## src/rtl/ste_pkg.sv

```systemverilog
`timescale 1ns / 1ps

package ste_pkg;

  // Field widths
  localparam int unsigned TypeW  = 8;
  localparam int unsigned DueW   = 24;
  localparam int unsigned DurW   = 16;
  localparam int unsigned SetupW = 16;
  localparam int unsigned ClockW = 28;
  localparam int unsigned PenW   = 48;
  localparam int unsigned TardW  = 40;
  localparam int unsigned CountW = 11;
  // lateness z = completion - due, signed
  localparam int unsigned ZW     = ClockW + 1;
  // 100 * z for the largest z still fits in this signed width
  localparam int unsigned PenIncW = 36;

  localparam logic [ClockW-1:0] ClockMax = {ClockW{1'b1}};
  localparam logic [TardW-1:0]  TardMax  = {TardW{1'b1}};
  localparam logic [CountW-1:0] CountMax = {CountW{1'b1}};
  localparam logic [PenW-1:0]   PenMax   = {1'b0, {(PenW-1){1'b1}}};
  localparam logic [PenW-1:0]   PenMin   = {1'b1, {(PenW-1){1'b0}}};

  // Configuration register indexes
  typedef enum logic [0:0] {
    CFG_LARGE_SETUP = 1'b0,
    CFG_SMALL_SETUP = 1'b1
  } cfg_reg_e;

  // Input word
  typedef struct packed {
    logic [TypeW-1:0] job_type;
    logic [DueW-1:0]  due_time;
    logic [DurW-1:0]  duration;
    logic             last_of_machine;
    logic             last_of_schedule;
  } in_word_t;

  // Result word
  typedef struct packed {
    logic signed [PenW-1:0] scaled_tardiness;
    logic [TardW-1:0]       true_tardiness;
    logic [CountW-1:0]      late_jobs;
    logic [CountW-1:0]      large_setups;
    logic [ClockW-1:0]      peak_makespan;
    logic [ClockW-1:0]      makespan_spread;
    logic                   schedule_done;
  } out_word_t;

  // After the machine clock stage
  typedef struct packed {
    logic [ClockW-1:0] finish;
    logic [DueW-1:0]   due_time;
    logic              end_machine;
    logic              end_sched;
    logic [CountW-1:0] setups;
  } clk_stage_t;

  // After the lateness / makespan stage
  typedef struct packed {
    logic signed [PenIncW-1:0] pen_inc;
    logic                      is_late;
    logic [ClockW-1:0]         late_by;
    logic                      end_sched;
    logic [CountW-1:0]         setups;
    logic [ClockW-1:0]         longest;
    logic [ClockW-1:0]         spread;
  } late_stage_t;

endpackage

```

## src/rtl/schedule_tardiness_evaluator_core.sv

```systemverilog
`timescale 1ns / 1ps

// Schedule tardiness evaluator. Jobs stream in machine by machine, one word
// per job, and every accepted word yields one result word carrying the running
// totals after that job. A new word can be taken every cycle unless the full
// pipeline is stalled; a result passes the input register, machine clock stage,
// lateness stage and output register. The per-cycle rate is held by the machine
// clock recurrence (set-up add, duration add, saturation) in the second stage
// and by the 48-bit saturating penalty accumulator in the output stage. Stages
// advance independently, so gaps collapse and words keep entering while a
// result waits in the output register. A word with last_of_schedule set closes
// its machine and, once its result is formed, returns all totals to their
// reset values; the set-up times in the configuration registers are kept.

module schedule_tardiness_evaluator_core (
  input  logic                  clk_i,
  input  logic                  rst_ni,
  // configuration
  input  logic                  cfg_we_i,
  input  logic [0:0]            cfg_index_i,
  input  logic [15:0]           cfg_data_i,
  // job words in
  input  logic                  in_valid_i,
  output logic                  in_stall_o,
  input  ste_pkg::in_word_t     in_word_i,
  // result words out
  output logic                  out_valid_o,
  input  logic                  out_stall_i,
  output ste_pkg::out_word_t    out_word_o
);

  // Configuration registers
  logic [ste_pkg::SetupW-1:0] large_setup_q, small_setup_q;

  always_ff @(posedge clk_i or negedge rst_ni) begin
    if (!rst_ni) begin
      large_setup_q <= '0;
      small_setup_q <= '0;
    end else if (cfg_we_i) begin
      case (ste_pkg::cfg_reg_e'(cfg_index_i))
        ste_pkg::CFG_LARGE_SETUP: large_setup_q <= cfg_data_i;
        ste_pkg::CFG_SMALL_SETUP: small_setup_q <= cfg_data_i;
        default: ;
      endcase
    end
  end

  // Pipeline flow control
  logic v0_q, v1_q, v2_q, out_v_q;
  logic adv0, adv1, adv2, adv3;
  logic fire1, fire2, fire3, accept;

  assign adv3   = !out_v_q || !out_stall_i;
  assign adv2   = !v2_q || adv3;
  assign adv1   = !v1_q || adv2;
  assign adv0   = !v0_q || adv1;
  assign accept = in_valid_i && adv0;
  assign fire1  = v0_q && adv1;
  assign fire2  = v1_q && adv2;
  assign fire3  = v2_q && adv3;

  assign in_stall_o  = !adv0;
  assign out_valid_o = out_v_q;

  always_ff @(posedge clk_i or negedge rst_ni) begin
    if (!rst_ni) begin
      v0_q    <= 1'b0;
      v1_q    <= 1'b0;
      v2_q    <= 1'b0;
      out_v_q <= 1'b0;
    end else begin
      if (adv0) v0_q    <= in_valid_i;
      if (adv1) v1_q    <= v0_q;
      if (adv2) v2_q    <= v1_q;
      if (adv3) out_v_q <= v2_q;
    end
  end

  // Input register
  ste_pkg::in_word_t in_q;

  always_ff @(posedge clk_i) begin
    if (accept) in_q <= in_word_i;
  end

  // Stage 1: machine clock and set-up counting
  logic [ste_pkg::ClockW-1:0] mclk_q, mclk_d;
  logic [ste_pkg::TypeW-1:0]  prev_type_q, prev_type_d;
  logic                       at_start_q, at_start_d;
  logic [ste_pkg::CountW-1:0] setups_q, setups_d;
  ste_pkg::clk_stage_t        s1_q, s1_d;

  logic                       type_change, new_setup, end_m;
  logic [ste_pkg::ClockW:0]   base, t_sum;
  logic [ste_pkg::SetupW-1:0] setup_t;
  logic [ste_pkg::ClockW-1:0] t_sat;
  logic [ste_pkg::CountW-1:0] setups_inc;

  always_comb begin
    type_change = (in_q.job_type != prev_type_q);
    new_setup   = at_start_q || type_change;
    end_m       = in_q.last_of_machine || in_q.last_of_schedule;
    setup_t     = type_change ? large_setup_q : small_setup_q;
    base        = at_start_q ? '0
                : ({1'b0, mclk_q} + {{(ste_pkg::ClockW + 1 - ste_pkg::SetupW){1'b0}}, setup_t});
    t_sum       = base + {{(ste_pkg::ClockW + 1 - ste_pkg::DurW){1'b0}}, in_q.duration};
    t_sat       = t_sum[ste_pkg::ClockW] ? ste_pkg::ClockMax : t_sum[ste_pkg::ClockW-1:0];
    setups_inc  = (new_setup && setups_q != ste_pkg::CountMax) ? setups_q + 1'b1 : setups_q;

    s1_d.finish      = t_sat;
    s1_d.due_time    = in_q.due_time;
    s1_d.end_machine = end_m;
    s1_d.end_sched   = in_q.last_of_schedule;
    s1_d.setups      = setups_inc;

    // a closed machine starts afresh
    mclk_d      = end_m ? '0 : t_sat;
    prev_type_d = end_m ? '0 : in_q.job_type;
    at_start_d  = end_m;
    setups_d    = in_q.last_of_schedule ? '0 : setups_inc;
  end

  always_ff @(posedge clk_i or negedge rst_ni) begin
    if (!rst_ni) begin
      mclk_q      <= '0;
      prev_type_q <= '0;
      at_start_q  <= 1'b1;
      setups_q    <= '0;
    end else if (fire1) begin
      mclk_q      <= mclk_d;
      prev_type_q <= prev_type_d;
      at_start_q  <= at_start_d;
      setups_q    <= setups_d;
    end
  end

  always_ff @(posedge clk_i) begin
    if (fire1) s1_q <= s1_d;
  end

  // Stage 2: lateness, penalty term and makespan extremes
  logic [ste_pkg::ClockW-1:0] longest_q, longest_d, shortest_q, shortest_d;
  ste_pkg::late_stage_t       s2_q, s2_d;

  logic signed [ste_pkg::ZW-1:0]      z;
  logic signed [ste_pkg::PenIncW-1:0] z_ext;
  logic [ste_pkg::ClockW-1:0]         long_n, short_n;

  always_comb begin
    z     = $signed({1'b0, s1_q.finish})
          - $signed({{(ste_pkg::ZW - ste_pkg::DueW){1'b0}}, s1_q.due_time});
    z_ext = {{(ste_pkg::PenIncW - ste_pkg::ZW){z[ste_pkg::ZW-1]}}, z};

    // 100*z as 64z + 32z + 4z for on-time-or-late, plain z when early
    s2_d.pen_inc = z[ste_pkg::ZW-1] ? z_ext
                 : ((z_ext <<< 6) + (z_ext <<< 5) + (z_ext <<< 2));
    s2_d.is_late = !z[ste_pkg::ZW-1] && (z != '0);
    s2_d.late_by = z[ste_pkg::ClockW-1:0];

    long_n  = (s1_q.end_machine && s1_q.finish > longest_q) ? s1_q.finish : longest_q;
    short_n = (s1_q.end_machine && s1_q.finish < shortest_q) ? s1_q.finish : shortest_q;

    s2_d.end_sched = s1_q.end_sched;
    s2_d.setups    = s1_q.setups;
    s2_d.longest   = long_n;
    s2_d.spread    = (short_n <= long_n) ? long_n - short_n : '0;

    longest_d  = s1_q.end_sched ? '0 : long_n;
    shortest_d = s1_q.end_sched ? ste_pkg::ClockMax : short_n;
  end

  always_ff @(posedge clk_i or negedge rst_ni) begin
    if (!rst_ni) begin
      longest_q  <= '0;
      shortest_q <= ste_pkg::ClockMax;
    end else if (fire2) begin
      longest_q  <= longest_d;
      shortest_q <= shortest_d;
    end
  end

  always_ff @(posedge clk_i) begin
    if (fire2) s2_q <= s2_d;
  end

  // Stage 3: saturating accumulators and output register
  logic signed [ste_pkg::PenW-1:0] pen_sum_q, pen_sum_d;
  logic [ste_pkg::TardW-1:0]       tard_q, tard_d;
  logic [ste_pkg::CountW-1:0]      late_q, late_d;
  ste_pkg::out_word_t              out_q, out_d;

  logic [ste_pkg::PenW:0]   pen_wide;
  logic [ste_pkg::PenW-1:0] pen_sat;
  logic [ste_pkg::TardW:0]  tard_wide;
  logic [ste_pkg::TardW-1:0] tard_sat;
  logic [ste_pkg::CountW-1:0] late_inc;

  always_comb begin
    pen_wide = {pen_sum_q[ste_pkg::PenW-1], pen_sum_q}
             + {{(ste_pkg::PenW + 1 - ste_pkg::PenIncW){s2_q.pen_inc[ste_pkg::PenIncW-1]}},
                s2_q.pen_inc};
    // overflow when the two top bits differ
    if (pen_wide[ste_pkg::PenW] != pen_wide[ste_pkg::PenW-1]) begin
      pen_sat = pen_wide[ste_pkg::PenW] ? ste_pkg::PenMin : ste_pkg::PenMax;
    end else begin
      pen_sat = pen_wide[ste_pkg::PenW-1:0];
    end

    tard_wide = {1'b0, tard_q}
              + (s2_q.is_late ? {{(ste_pkg::TardW + 1 - ste_pkg::ClockW){1'b0}}, s2_q.late_by}
                              : '0);
    tard_sat  = tard_wide[ste_pkg::TardW] ? ste_pkg::TardMax : tard_wide[ste_pkg::TardW-1:0];
    late_inc  = (s2_q.is_late && late_q != ste_pkg::CountMax) ? late_q + 1'b1 : late_q;

    out_d.scaled_tardiness = pen_sat;
    out_d.true_tardiness   = tard_sat;
    out_d.late_jobs        = late_inc;
    out_d.large_setups     = s2_q.setups;
    out_d.peak_makespan    = s2_q.longest;
    out_d.makespan_spread  = s2_q.spread;
    out_d.schedule_done    = s2_q.end_sched;

    pen_sum_d = s2_q.end_sched ? '0 : pen_sat;
    tard_d    = s2_q.end_sched ? '0 : tard_sat;
    late_d    = s2_q.end_sched ? '0 : late_inc;
  end

  always_ff @(posedge clk_i or negedge rst_ni) begin
    if (!rst_ni) begin
      pen_sum_q <= '0;
      tard_q    <= '0;
      late_q    <= '0;
    end else if (fire3) begin
      pen_sum_q <= pen_sum_d;
      tard_q    <= tard_d;
      late_q    <= late_d;
    end
  end

  always_ff @(posedge clk_i) begin
    if (fire3) out_q <= out_d;
  end

  assign out_word_o = out_q;

  // Checks
  a_sched_clears: assert property (@(posedge clk_i) disable iff (!rst_ni)
    fire3 && s2_q.end_sched |=> pen_sum_q == '0 && tard_q == '0 && late_q == '0)
    else $error("totals not cleared after end of schedule");

  a_machine_restart: assert property (@(posedge clk_i) disable iff (!rst_ni)
    fire1 && end_m |=> at_start_q && mclk_q == '0 && prev_type_q == '0)
    else $error("machine state not restarted after last job");

  a_spread_bound: assert property (@(posedge clk_i) disable iff (!rst_ni)
    out_valid_o |-> out_word_o.makespan_spread <= out_word_o.peak_makespan)
    else $error("makespan spread exceeds maximum makespan");

  a_stall_only_full: assert property (@(posedge clk_i) disable iff (!rst_ni)
    in_stall_o |-> v0_q && v1_q && v2_q && out_v_q)
    else $error("input stalled with room in the pipeline");

endmodule

```

## config.mk

```make
export PLATFORM = sky130hd
export DESIGN_NAME = schedule_tardiness_evaluator_core
export DESIGN_NICKNAME = d
export VERILOG_FILES = /design/src/rtl/ste_pkg.sv /design/src/rtl/schedule_tardiness_evaluator_core.sv
export SDC_FILE = /design/constraint.sdc
export NUM_CORES = 1
export LEC_CHECK = 0
export BUFFER_PORTS_ARGS = -buffer_cell sky130_fd_sc_hd__clkbuf_2
export CELL_PAD_IN_SITES_DETAIL_PLACEMENT = 0
export CELL_PAD_IN_SITES_GLOBAL_PLACEMENT = 1
export CORE_AREA = 2 2 251 303
export DETAILED_ROUTE_END_ITERATION = 8
export DIE_AREA = 0 0 253 305
export PLACE_DENSITY_LB_ADDON = 0.1
export SLEW_MARGIN = 20
export SYNTH_ARGS = -nofsm -noshare
export SYNTH_HDL_FRONTEND = slang
export SYNTH_SLANG_ARGS = --single-unit
```

## constraint.sdc

```tcl
create_clock -name clk_i -period 8.39 [get_ports clk_i]
set_clock_uncertainty 0.15 [all_clocks]
set_input_delay 0.839 -clock clk_i [delete_from_list [all_inputs] [get_ports clk_i]]
set_output_delay 0.839 -clock clk_i [all_outputs]
set_load 0.01 [all_outputs]
```

After elaboration in Yosys (flattened, before gate mapping)
Cells that the tools add are included.
W data, S select, Z words.
Storage, ports and cells
  bits in registers: 654
  output and inout port bits: 169
  word-level logic and storage cells: 103
Operators by class
  add/sub/neg operators: 10
  order comparisons: 3
  eq/ne operators: 4
  multiplexer cells: 20
  bitwise operators: 1
  reductions and logical operators: 25
Operator list (count)
  $mux W28: 8
  $mux W48: 3
  $mux W40: 2
  $add A48 B36 Y49: 1
  $mux W11: 4
  $add A40 B28 Y41: 1
  $add A35 B34 Y36: 1
  $add A36 B31 Y36: 1
  $add A28 B16 Y29: 1
  $add A29 B16 Y29: 1
  $mux W29: 1
  $reduce_bool A29 Y1: 1
  $sub A28 B24 Y29: 1
  $gt A28 B28 Y1: 1
  $le A28 B28 Y1: 1
  $lt A28 B28 Y1: 1
  $sub A28 B28 Y28: 1
  $add A11 B1 Y11 const B: 2
  $ne A11 B11 Y1 const B: 2
  $mux W16: 1
  $logic_and A1 B1 Y1: 9
  $mux W8: 1
  $ne A8 B8 Y1: 1
  $logic_not A1 Y1: 7
  other kinds (4): 10

Depth between registers and ports, before layout
  word-level depth: 7
  mapped depth: 31
  depth with buffers taken out: 27

Least setup slack after synthesis
OpenSTA, ideal clock, no wires.
  kind: input to register
  start: input port out_stall_i
  end: register tard_q[17] (netlist name)
  arrival: 6.164 ns
  required time: 7.876 ns
  path slack: 1.712 ns
  stages on the path: 5
  path buffers: 1
  cells stage by stage: nand2_1 nand2_1 clkinv_1 clkbuf_1 a31oi_1
Between the ends
  longest elaborated chain between the ends: 3
RTL lines
  start, declared: RTL line schedule_tardiness_evaluator_core.sv:28  | input logic out_stall_i,
  $logic_not A1 Y1: RTL line schedule_tardiness_evaluator_core.sv:53  | assign adv3 = !out_v_q || !out_stall_i;
  $logic_or A1 B1 Y1: RTL line schedule_tardiness_evaluator_core.sv:53
  $logic_and A1 B1 Y1: RTL line schedule_tardiness_evaluator_core.sv:60  | assign fire3 = v2_q && adv3;
  named net fire3: RTL line schedule_tardiness_evaluator_core.sv:51  | logic fire1, fire2, fire3, accept;
  end signal, assigned: RTL line schedule_tardiness_evaluator_core.sv:235  | tard_q <= tard_d;
  end, declared: RTL line schedule_tardiness_evaluator_core.sv:188  | logic [ste_pkg::TardW-1:0] tard_q, tard_d;
The timed path passes the listed nets, and every way through them passes these cells.
A chain may end at the register's enable or synchronous reset.

Final worst setup path
  start: register s1_q[42] (netlist name)
  end: register s2_q (netlist bit out_d[12]) (data pin)
Between the ends
  longest elaborated chain between the ends: 4
  elaborated cells on any way between the ends: 8
  classes of those cells: add/sub: 1; order compare: 3; mux: 2; reduce/logical: 2
RTL lines
  start, declared: RTL line schedule_tardiness_evaluator_core.sv:91  | ste_pkg::clk_stage_t s1_q, s1_d;
  start signal, assigned: RTL line schedule_tardiness_evaluator_core.sv:138  | if (fire1) s1_q <= s1_d;
  $gt A28 B28 Y1 (*): RTL line schedule_tardiness_evaluator_core.sv:160  | long_n = (s1_q.end_machine && s1_q.finish > longest_q) ? s1_q.finish : longest_q;
  $logic_and A1 B1 Y1 (*): RTL line schedule_tardiness_evaluator_core.sv:160
  $mux W28 (*): RTL line schedule_tardiness_evaluator_core.sv:160
  named net long_n (one bit): RTL line schedule_tardiness_evaluator_core.sv:147  | logic [ste_pkg::ClockW-1:0] long_n, short_n;
  $sub A28 B28 Y28 / $le A28 B28 Y1 (equally long branches): RTL line schedule_tardiness_evaluator_core.sv:166  | s2_d.spread = (short_n <= long_n) ? long_n - short_n : '0;
  end signal, assigned: RTL line schedule_tardiness_evaluator_core.sv:183  | if (fire2) s2_q <= s2_d;
  end, declared: RTL line schedule_tardiness_evaluator_core.sv:143  | ste_pkg::late_stage_t s2_q, s2_d;
The timed path passes the listed nets; every way through them passes the cells marked *.

==> reports/summary.md <==
- **run status** completed
- **Hold WC Path Type** in -> async
- **fraction of the yosys area taken by sequential cells** 0.5020
- **post-cts sizing count** 0
- **Reg2Reg Launch Point** s1_q[42]$_DFFE_PP_
- **headroom to the max-slew limit** 0.2571
- **Syn-to-layout area delta** 12.76%
- **first-pass GRT wire length** 149200 um
- **CTS H-tree depth** 3
- **fin crit share** 0.9103
- **effective utilization at floorplan** 0.4953
- **DIE HEIGHT** 305 um
- **R2R depth** 25
- **site row count** 110
- **layout filler cell count** 6427
- **HPWL after detailed placement** 69680 um
- **GR Layer Usage met2** 0.4302
- **critical setup path kind** reg -> reg
- **signal arrival time at the worst endpoint** 7.82 ns
- **count of endpoints failing setup in the final report** 0
- **Nets** 3945
- **gp weighted congestion** 0.8955
- **total clock sinks** 654
- **fraction of synthesized cell area taken by the top area cell type** 0.3386
- **Routed wire per std cell** 20.62 um
- **post-synthesis cell count** 3348
- **number of clock buffers inserted by TritonCTS** 71
- **achievable clock frequency** 0.1309 GHz
- **aggregate global routing overflow** 0
- **initial antenna violation count** 0
- **synthesized net count** 3716
- **vias in the first global route** 26747
- **P per Cell Area** 421.9 nW/um2
- **largest family of logic cells by synthesized area** compound AO/OA/AOI/OAI gates
- **ports placed on the boundary** 241
- **met1 layer usage reported by global route** 0.3118
- **Multi-input gate area** 17210 um2
- **Post-synth top flop** edfxtp_1
- **Post-Synth Simple-Gate Area** 0.1192
- **number of distinct standard cells referenced by the synthesized netlist** 93
- **worst-case clock buffer depth** 3
- **remaining antenna violation count after routing** 0
- **most heavily used metal layer in global routing** met2
- **final number of hold-violating endpoints** 0
- **PortBufs** 240
- **clock root buffer** clkbuf_16
- **detail-routed via count per cell** 5.709
- **Leak Pwr** 18.21 nW
- **library cell contributing the largest single delay on the critical path** a31o_2
- **GRT Util Overall** 0.2470
- **Register-to-Register Setup Slack** 0.75 ns
- **number of iterations in the first detailed-routing pass** 5
- **average size of a mapped cell** 10.99 um2
- **Most common cell on crit path** a21o_1
- **adder and majority gate portion of the synthesized area** 0.1146
- **met3 track demand over resource** 0.03604
- **count of buffer and inverter cells on the critical path** 1
- **Clock transition at path regs** 0.06 ns
- **Slew Limit Fails** 0
- **cell type group with the largest total delay on the critical path** compound AO/OA/AOI/OAI gates
- **footprint of the flip-flops and latches** 18480 um2
- **total standard cell area after synthesis** 36810 um2
- **floorplan die area** 77170 um2
- **maximum number of pins on one net before global-route repair** 148
- **remaining design rule violation count** 0
- **CTS tree** yes
- **Worst R2R End** out_d[12]$_SDFFCE_PN0P_
- **number of warnings reported in the yosys synthesis log** 0
- **count of flip-flops with a built-in enable after synthesis** 415
- **ranking of synthesized cells by instance count** edfxtp_1 (415), nand2_1 (284), ha_1 (262)
- **sort of element at the start of the critical path** flip-flop
- **largest cells by area after synthesis** edfxtp_1 (34%), dfrtp_1 (14%), ha_1 (8.9%)
- **CP max FO** 55
- **hold-fix buffer count after cts** 0
- **Largest stage delay, worst path** 0.58 ns
- **worst path required time** 8.57 ns
- **Final min period** 7.637 ns
- **fraction of layout cells with a size suffix above 1** 0.1467
- **Max Cap Violations** 0
- **Critical Path Stages** 25
- **kind of end point of the critical path** flip-flop
- **async set or reset register ratio after synthesis** 0.3654
- **dominant cell type by area after synthesis** edfxtp_1
- **largest voltage drop on the vdd net** 0.2203 mV
- **setup repair after global routing missed its margin** no
- **clock network latency to the later pin of the worst-skew pair** 0.62 ns
- **final core utilization** 0.5585
- **xor and xnor fraction of the mapped netlist area** 0.04783
- **number of synthesized register bits** 654
- **number of vias in the routed layout** 26177
- **Setup Buffers After CTS** 0
- **share of the synthesized area in compound gates (AO/OA/AOI/OAI)** 0.1576
- **initial detailed-routing violation count** 1645
- **final wirelength** 94540 um
- **most common cell in the synthesized netlist** edfxtp_1
- **n_diodes** 0
- **Slew @ Worst Pin** 1.114 ns
- **proportion of synthesized area in mux cells** 0.02604
- **Die X** 253 um
- **Setup Total Neg Slack** 0 ns
- **standard cell core area** 74320 um2
[state kept, by name (all words and copies together), names as in the netlist, 28 cells and up]
signal      cells
in_q           50
longest_q      28
mclk_q         28
out_d          68
out_word_o    167
pen_sum_q      48
s1_q           65
s2_q           65
shortest_q     28
tard_q         40
[final cells by class]
type,instances,share of cell area
sequential,654,0.4452
multi-input combinational,2382,0.4146
clock buffer,88,0.04685
timing repair buffer,272,0.03536
tap,952,0.02870
inverter,196,0.01806
clock inverter,41,0.01124
[power breakdown]
group	leakage (nW)	total, mW	internal (mW)	switching (mW)
Combinational	9.91	9.09	3.61	5.47
Clock	1.18	3.23	1.91	1.32
Sequential	7.12	5.19	4.74	0.447
Total	18.2	17.5	10.3	7.24
[metal layers]
layer | vias up | wire length [um]
met5 | - | 0
met4 | 0 | 3237
met3 | 169 | 3779
met2 | 570 | 47270
met1 | 12754 | 40260
li1 | 12684 | -
[logic make-up after synthesis]
family                   after synthesis
AO/OA/AOI/OAI                        871
XOR/XNOR                             201
adder cells (fa/ha/maj)              322
buffers and inverters                312
flip-flops                           654
multiplexers                          89
AND/OR/NAND/NOR                      899
[placed cells by master (no fill, tap or decap), types with 11 or more instances in the layout]
cell type and count:
nand2_4 11, clkbuf_2 239, ha_1 262, nor2_1 214, clkinv_2 14, and3_1 32, mux2_2 54, nand2b_1 53
o21a_1 34, fa_1 34, inv_1 192, mux2i_1 35, clkbuf_16 74, dfrtp_1 210, dfstp_2 29, edfxtp_1 415
o31ai_1 16, nor2b_1 57, a21oi_1 196, maj3_1 26, or2_2 14, nand3_1 59, a21o_1 94, nand2_1 283
o21ai_0 199, or3_1 17, a211oi_1 17, and2_1 40, a22o_1 84, nor3_1 35, o21bai_1 29, buf_4 30
o21ai_1 27, nor4_1 12, a31oi_1 24, o22a_1 31, xnor2_1 116, xor2_1 85, nand4_1 37
[how the worst max path moves through the flow]
stage / startpoint / end / slack [ns]
global route: s1_q[42]$_DFFE_PP_ / out_d[12]$_SDFFCE_PN0P_ / 0.18
finish: s1_q[42]$_DFFE_PP_ / out_d[12]$_SDFFCE_PN0P_ / 0.75
global placement: s1_q[42]$_DFFE_PP_ / out_d[22]$_SDFFCE_PN0P_ / 0.99
floorplan: out_stall_i / tard_q[17]$_DFFE_PN0P_ / 1.71
detailed placement: s1_q[42]$_DFFE_PP_ / out_d[20]$_SDFFCE_PN0P_ / 0.77
CTS: s1_q[42]$_DFFE_PP_ / out_d[12]$_SDFFCE_PN0P_ / 0.76
[per-stage QoR]
stage / std cells / cell area (um2) / setup slack (ns) / power, mW / hold slack [ns]
detailed placement: 4456 / 39090 / 0.7718 / 14.32 / 0.2545
floorplan: 3348 / 36810 / 1.712 / 11.79 / 0.2503
global route: 4585 / 41510 / 0.1813 / 18.95 / 0.1598
CTS: 4585 / 41500 / 0.7572 / 17.64 / 0.1357
finish: 4585 / 41510 / 0.7527 / 17.51 / 0.1171
global placement: 4456 / 39090 / 0.9912 / 14.21 / 0.2523
(Power assumes the default switching activity.)
